--- config.mk ---
export PLATFORM = sky130hd
export DESIGN_NAME = ilf_cell
export DESIGN_NICKNAME = d
export VERILOG_FILES = /design/src/rtl/core/ipv4_lpm_forwarder_top_assert.svh /design/src/rtl/core/ilf_pkg.sv /design/src/rtl/core/ilf_cell.sv
export SDC_FILE = /design/constraint.sdc
export NUM_CORES = 1
export LEC_CHECK = 0
export ABC_AREA = 1
export BUFFER_PORTS_ARGS = -buffer_cell sky130_fd_sc_hd__buf_2
export CAP_MARGIN = 20
export CORE_MARGIN = 3
export CORE_UTILIZATION = 47
export DETAILED_ROUTE_END_ITERATION = 12
export GPL_TIMING_DRIVEN = 0
export PLACE_DENSITY = 0.82
export SETUP_SLACK_MARGIN = 0.4
export SLEW_MARGIN = 5
export SYNTH_ARGS = -nofsm -noshare
export SYNTH_HDL_FRONTEND = slang
export SYNTH_SLANG_ARGS = --single-unit
--- constraint.sdc ---
create_clock -name clk_i -period 2.2 [get_ports clk_i]
set_clock_uncertainty 0.05 [all_clocks]
set_input_delay 0.22 -clock clk_i [delete_from_list [all_inputs] [get_ports clk_i]]
set_output_delay 0.22 -clock clk_i [all_outputs]
set_load 0.02 [all_outputs]
--- src/rtl/core/ipv4_lpm_forwarder_top_assert.svh ---
// ----------------------------------------------------------------------------
// Assertion macros for the forwarder
// Clocked on clk_i, disabled while rst_ni is low.
// ----------------------------------------------------------------------------
`ifndef IPV4_LPM_FORWARDER_TOP_ASSERT_SVH
`define IPV4_LPM_FORWARDER_TOP_ASSERT_SVH

// same-cycle implication
`define ILF_ASSERT_IMP(lbl, ante, cons, msg) \
  lbl: assert property (@(posedge clk_i) disable iff (!rst_ni) (ante) |-> (cons)) \
    else $error(msg);

// next-cycle implication
`define ILF_ASSERT_NXT(lbl, ante, cons, msg) \
  lbl: assert property (@(posedge clk_i) disable iff (!rst_ni) (ante) |=> (cons)) \
    else $error(msg);

`endif

--- src/rtl/core/ilf_pkg.sv ---
// ----------------------------------------------------------------------------
// ilf_pkg
// Shared constants and types of the longest prefix match forwarder.
// ----------------------------------------------------------------------------
package ilf_pkg;

  localparam int TableDepth = 64;
  localparam int IdxW       = (TableDepth > 1) ? $clog2(TableDepth) : 1;
  localparam int CntW       = $clog2(TableDepth + 1);
  localparam int MaxIfaces  = 16;

  localparam int AddrW  = 32;
  localparam int LenW   = 6;
  localparam int HopW   = 33;
  localparam int IfW    = 4;
  localparam int CfgW   = 5;
  localparam int TtlW   = 8;
  localparam int CsumW  = 16;

  localparam logic [CfgW-1:0] NumIfReset = 5'd16;
  localparam logic [LenW-1:0] FullLen    = 6'd32;

  localparam logic FuncAdd   = 1'b0;
  localparam logic FuncRoute = 1'b1;

  typedef struct packed {
    logic [AddrW-1:0] prefix;
    logic [LenW-1:0]  len;
    logic [HopW-1:0]  hop;
    logic [IfW-1:0]   iface;
  } entry_t;

  // best match so far, handed from cell to cell
  typedef struct packed {
    logic             found;
    logic [LenW-1:0]  longest;
    logic [IfW-1:0]   iface;
    logic [HopW-1:0]  hop;
  } best_t;

endpackage

--- src/rtl/core/ilf_cell.sv ---
// ----------------------------------------------------------------------------
// ilf_cell
// One route table entry; compares the passing lookup and forwards the best.
// ----------------------------------------------------------------------------
module ilf_cell (
  input  logic                   clk_i,
  input  logic                   rst_ni,
  input  logic                   wr_i,
  input  ilf_pkg::entry_t        entry_i,
  input  logic                   active_i,
  input  logic [ilf_pkg::AddrW-1:0] dst_i,
  input  logic                   tok_i,
  input  ilf_pkg::best_t         best_i,
  output logic                   tok_o,
  output ilf_pkg::best_t         best_o
);
  import ilf_pkg::*;

  entry_t           ent_q;
  logic             tok_q;
  best_t            best_q, best_d;
  logic [AddrW-1:0] mask;
  logic             hit;

  always_ff @(posedge clk_i) begin
    if (wr_i) begin
      ent_q <= entry_i;
    end
  end

  // zero-length shift gives all ones, inverted to no mask bits
  assign mask = ~({AddrW{1'b1}} >> ent_q.len);
  assign hit  = ((dst_i & mask) == (ent_q.prefix & mask));

  always_comb begin
    best_d = best_i;
    if (active_i) begin
      if (ent_q.len == '0) begin
        // default route holds only until a real prefix matched
        if (best_i.longest == '0) begin
          best_d.found = 1'b1;
          best_d.iface = ent_q.iface;
          best_d.hop   = ent_q.hop;
        end
      end else if (ent_q.len <= FullLen && hit && ent_q.len > best_i.longest) begin
        best_d.found   = 1'b1;
        best_d.longest = ent_q.len;
        best_d.iface   = ent_q.iface;
        best_d.hop     = ent_q.hop;
      end
    end
  end

  always_ff @(posedge clk_i or negedge rst_ni) begin
    if (!rst_ni) begin
      tok_q <= 1'b0;
    end else begin
      tok_q <= tok_i;
    end
  end

  always_ff @(posedge clk_i) begin
    if (tok_i) begin
      best_q <= best_d;
    end
  end

  assign tok_o  = tok_q;
  assign best_o = best_q;

endmodule

==> results_dict.tcl <==
set metrics [dict create \
    hold_path_end "best_o[43]" \
    drtAntennaViolNets 0 \
    status "finished, violations left" \
    vdd_drop_max_v 0.000461 \
    crit_family "simple AND/OR/NAND/NOR gates" \
    hold_ws_ns 0.0291 \
    worstHoldStart "best_i[43]" \
    cts_max_path_buffers 2 \
    cap_violations 0 \
    synthesis.nets 982 \
    die_w_um 126 \
    holdCritPathClass "input pin to flip-flop" \
    drtPass1Iterations 6 \
    r2r-start "ent_q[39]" \
    wire_per_inst_um 15.5 \
    synth-edff-count 119 \
    antenna_found_initial 1 \
    synth_seq_cells 120 \
    finalInstanceArea_um2 9860 \
    routed_wl_um 20600 \
    synthFlopType "edfxtp_1" \
    drc_errors 0 \
    clk_pin_slew_ns 0.05 \
    nets 1301 \
    final-setup-viol-count 43 \
    post_dp_cell_area_um2 8010 \
    rrSetupSlack_ns -0.23 \
    p_leak_uw 0.00485 \
    cp_cell_sequence "buf_4 > ha_1 > nand2_2 > nor2_4 > nand2_1 > nand2_1 > inv_1 > nand2_1 > nor2_4 > nand2_1 > nor2_1 > nand3_2 > buf_6 > buf_8 > nand2_1 > nand3_1 > a21oi_1" \
    antenna_cells 0 \
    yosys.area.top_type_share 0.531 \
    core-area_um2 13900 \
    layout-drive-gt1-share 0.300 \
    syn-instance-count 820 \
    crit_path_frequent_cell "nand2_1" \
    first_global_vias 6709 \
    crit_type "flip-flop to flip-flop" \
    yosysTopAreaCell "edfxtp_1" \
    initial_core_util 0.483 \
    arrival_ns 2.63 \
    hold_violations 0 \
    htree_levels 4 \
    root_buffer "clkbuf_16" \
    cp_max_fo 10 \
    dp_hpwl_um 12900 \
    r2r_end "best_o[12]" \
    clkLatencyLatePin_ns 0.42 \
    final_cell_mix "buf_2, nand2_1, inv_1" \
    crit_buf_inv 4 \
    grt_use_total 0.256 \
    portBuffers 200 \
    slew_violations 0 \
    synth_area_leaders "edfxtp_1, nand2_1, inv_1" \
    viasPerCell 5.09 \
    reg2regPathDepth 17 \
    required_ns 2.40 \
    end_kind "flip-flop" \
    rsz0062_at_grt "true" \
    netlist_area_um2 6740 \
    cp_slowest_cell "edfxtp_1" \
    seq_area_frac_synth 0.534 \
    max_freq_ghz 0.411 \
    fin_crit_ns 2.43 \
    rows 43 \
    grt_max_degree 54 \
    worst_pin_slew_ns 0.565 \
    drtIter0Drc 679 \
    place_congestion 0.941 \
    mostFrequentLayoutCell "buf_2" \
    period_share 1.11 \
    syn_to_final_growth_pct 46.5 \
    final.setup.worst_slack_ns -0.231 \
    tns_ns -7.66 \
    ioPinCount 201 \
    die_area_um2 15800 \
    synth_warnings 0 \
    yosysUniqueCellTypes 25 \
    holdPathStages 3 \
    fp.dieH_um 126 \
    overflow 0 \
    tritoncts "done" \
    cts_buffers 17 \
    violations "negative setup slack" \
    ys_async_sr_fraction 0.00833 \
    slew_headroom 0.623 \
    syn_area_per_cell_um2 8.21 \
    vias 6780 \
    grt_first_pass_wirelength_um 32300 \
    max_stage_delay_ns 0.43 \
    power_density_nw_per_um2 649 \
    worstSetupStartpointType "flip-flop" \
    clkSinkCount 120 \
]
==> area by class of cell <==
class | count | area, um2
fillers | 1017 | 4070
flip-flops and latches | 120 | 3600
multi-input cells | 511 | 2630
repair buffers | 300 | 2030
inverters | 149 | 564
clock buffers | 22 | 454
plain buffers | 40 | 282
well taps | 180 | 225
clock inverters | 10 | 81.3
==> kinds of logic (layout without fill, tap and decap cells) <==
group	count (synthesis)	after routing	synth area share
AOI/OAI and AO/OA	129	129	0.0964
adders and majority gates	6	6	0.0111
xor gates and xnor gates	19	19	0.0247
and+or+nand+nor	357	357	0.221
buffers and inverters	189	521	0.113
DFF	120	120	0.534
==> metrics by stage <==
| stage | utilization | power [uW] | setup slack (ns) | cells |
|---|---|---|---|---|
| after CTS | 0.694 | 6360 | -0.143 | 1328 |
| after global routing | 0.708 | 6660 | -0.347 | 1332 |
| after global placement | 0.573 | 3640 | -0.463 | 1200 |
| after floorplan | - | 3290 | -0.0437 | 820 |
| after detailed placement | 0.575 | 3670 | -0.499 | 1201 |
| final | 0.708 | 6410 | -0.231 | 1332 |
==> worst reg2reg max path: cells and delay by family (launching register included) <==
family,cells,cell delay (ns)
flops,1,0.43
fa+ha+maj,1,0.28
compound gates,1,0.16
buf+inv,4,0.50
simple gates,11,0.84
==> where the power goes <==
| group | internal [uW] | switching [uW] | total [uW] |
|---|---|---|---|
| Clock | 1570 | 983 | 2550 |
| Combinational | 463 | 598 | 1060 |
| Sequential | 2720 | 75.4 | 2800 |
==> how the worst max path moves through the flow <==
stage | start | end | slack (ns) | cells past startpoint
6_report | ent_q[39] | best_o[12] | -0.23 | 17
3_3_place_gp | ent_q[42] | best_o[13] | -0.46 | 13
3_5_place_dp | ent_q[42] | best_o[35] | -0.50 | 13
4_1_cts | ent_q[41] | best_o[11] | -0.14 | 15
2_1_floorplan | ent_q[42] | best_o[10] | -0.04 | 13
5_1_grt | ent_q[39] | best_o[11] | -0.35 | 17
==> layer usage <==
layer	vias to the layer above	global-route usage	part of all wire
li1	3288	-	-
met1	3086	0.300	0.38
met2	353	0.448	0.51
met3	51	0.0700	0.084
met4	2	0.0938	0.021
met5	-	0	0.00063
==> registers in the layout, indices dropped and copies added (netlist names) <==
signal / flops
ent_q: 75
best_o: 44
tok_o: 1
==> cells in the mapped netlist, types with 7 or more instances <==
| master | n |
|---|---|
| buf_1 | 7 |
| nand2_1 | 188 |
| o21ai_0 | 41 |
| buf_2 | 12 |
| nand3_1 | 87 |
| edfxtp_1 | 119 |
| a21oi_1 | 79 |
| clkbuf_1 | 16 |
| xor2_1 | 13 |
| inv_1 | 144 |
| o21ai_1 | 8 |
| nor2_1 | 74 |
==> timing repair <==
item,4_1_cts,5_1_grt
pin swaps,15,17
setup buffers,17,3
hold buffers,76,0
endpoints found under the setup margin,44,44
cloned,2,0
endpoints found under the hold margin,76,0
resized for setup,56,43
(Power assumes the default switching activity.)
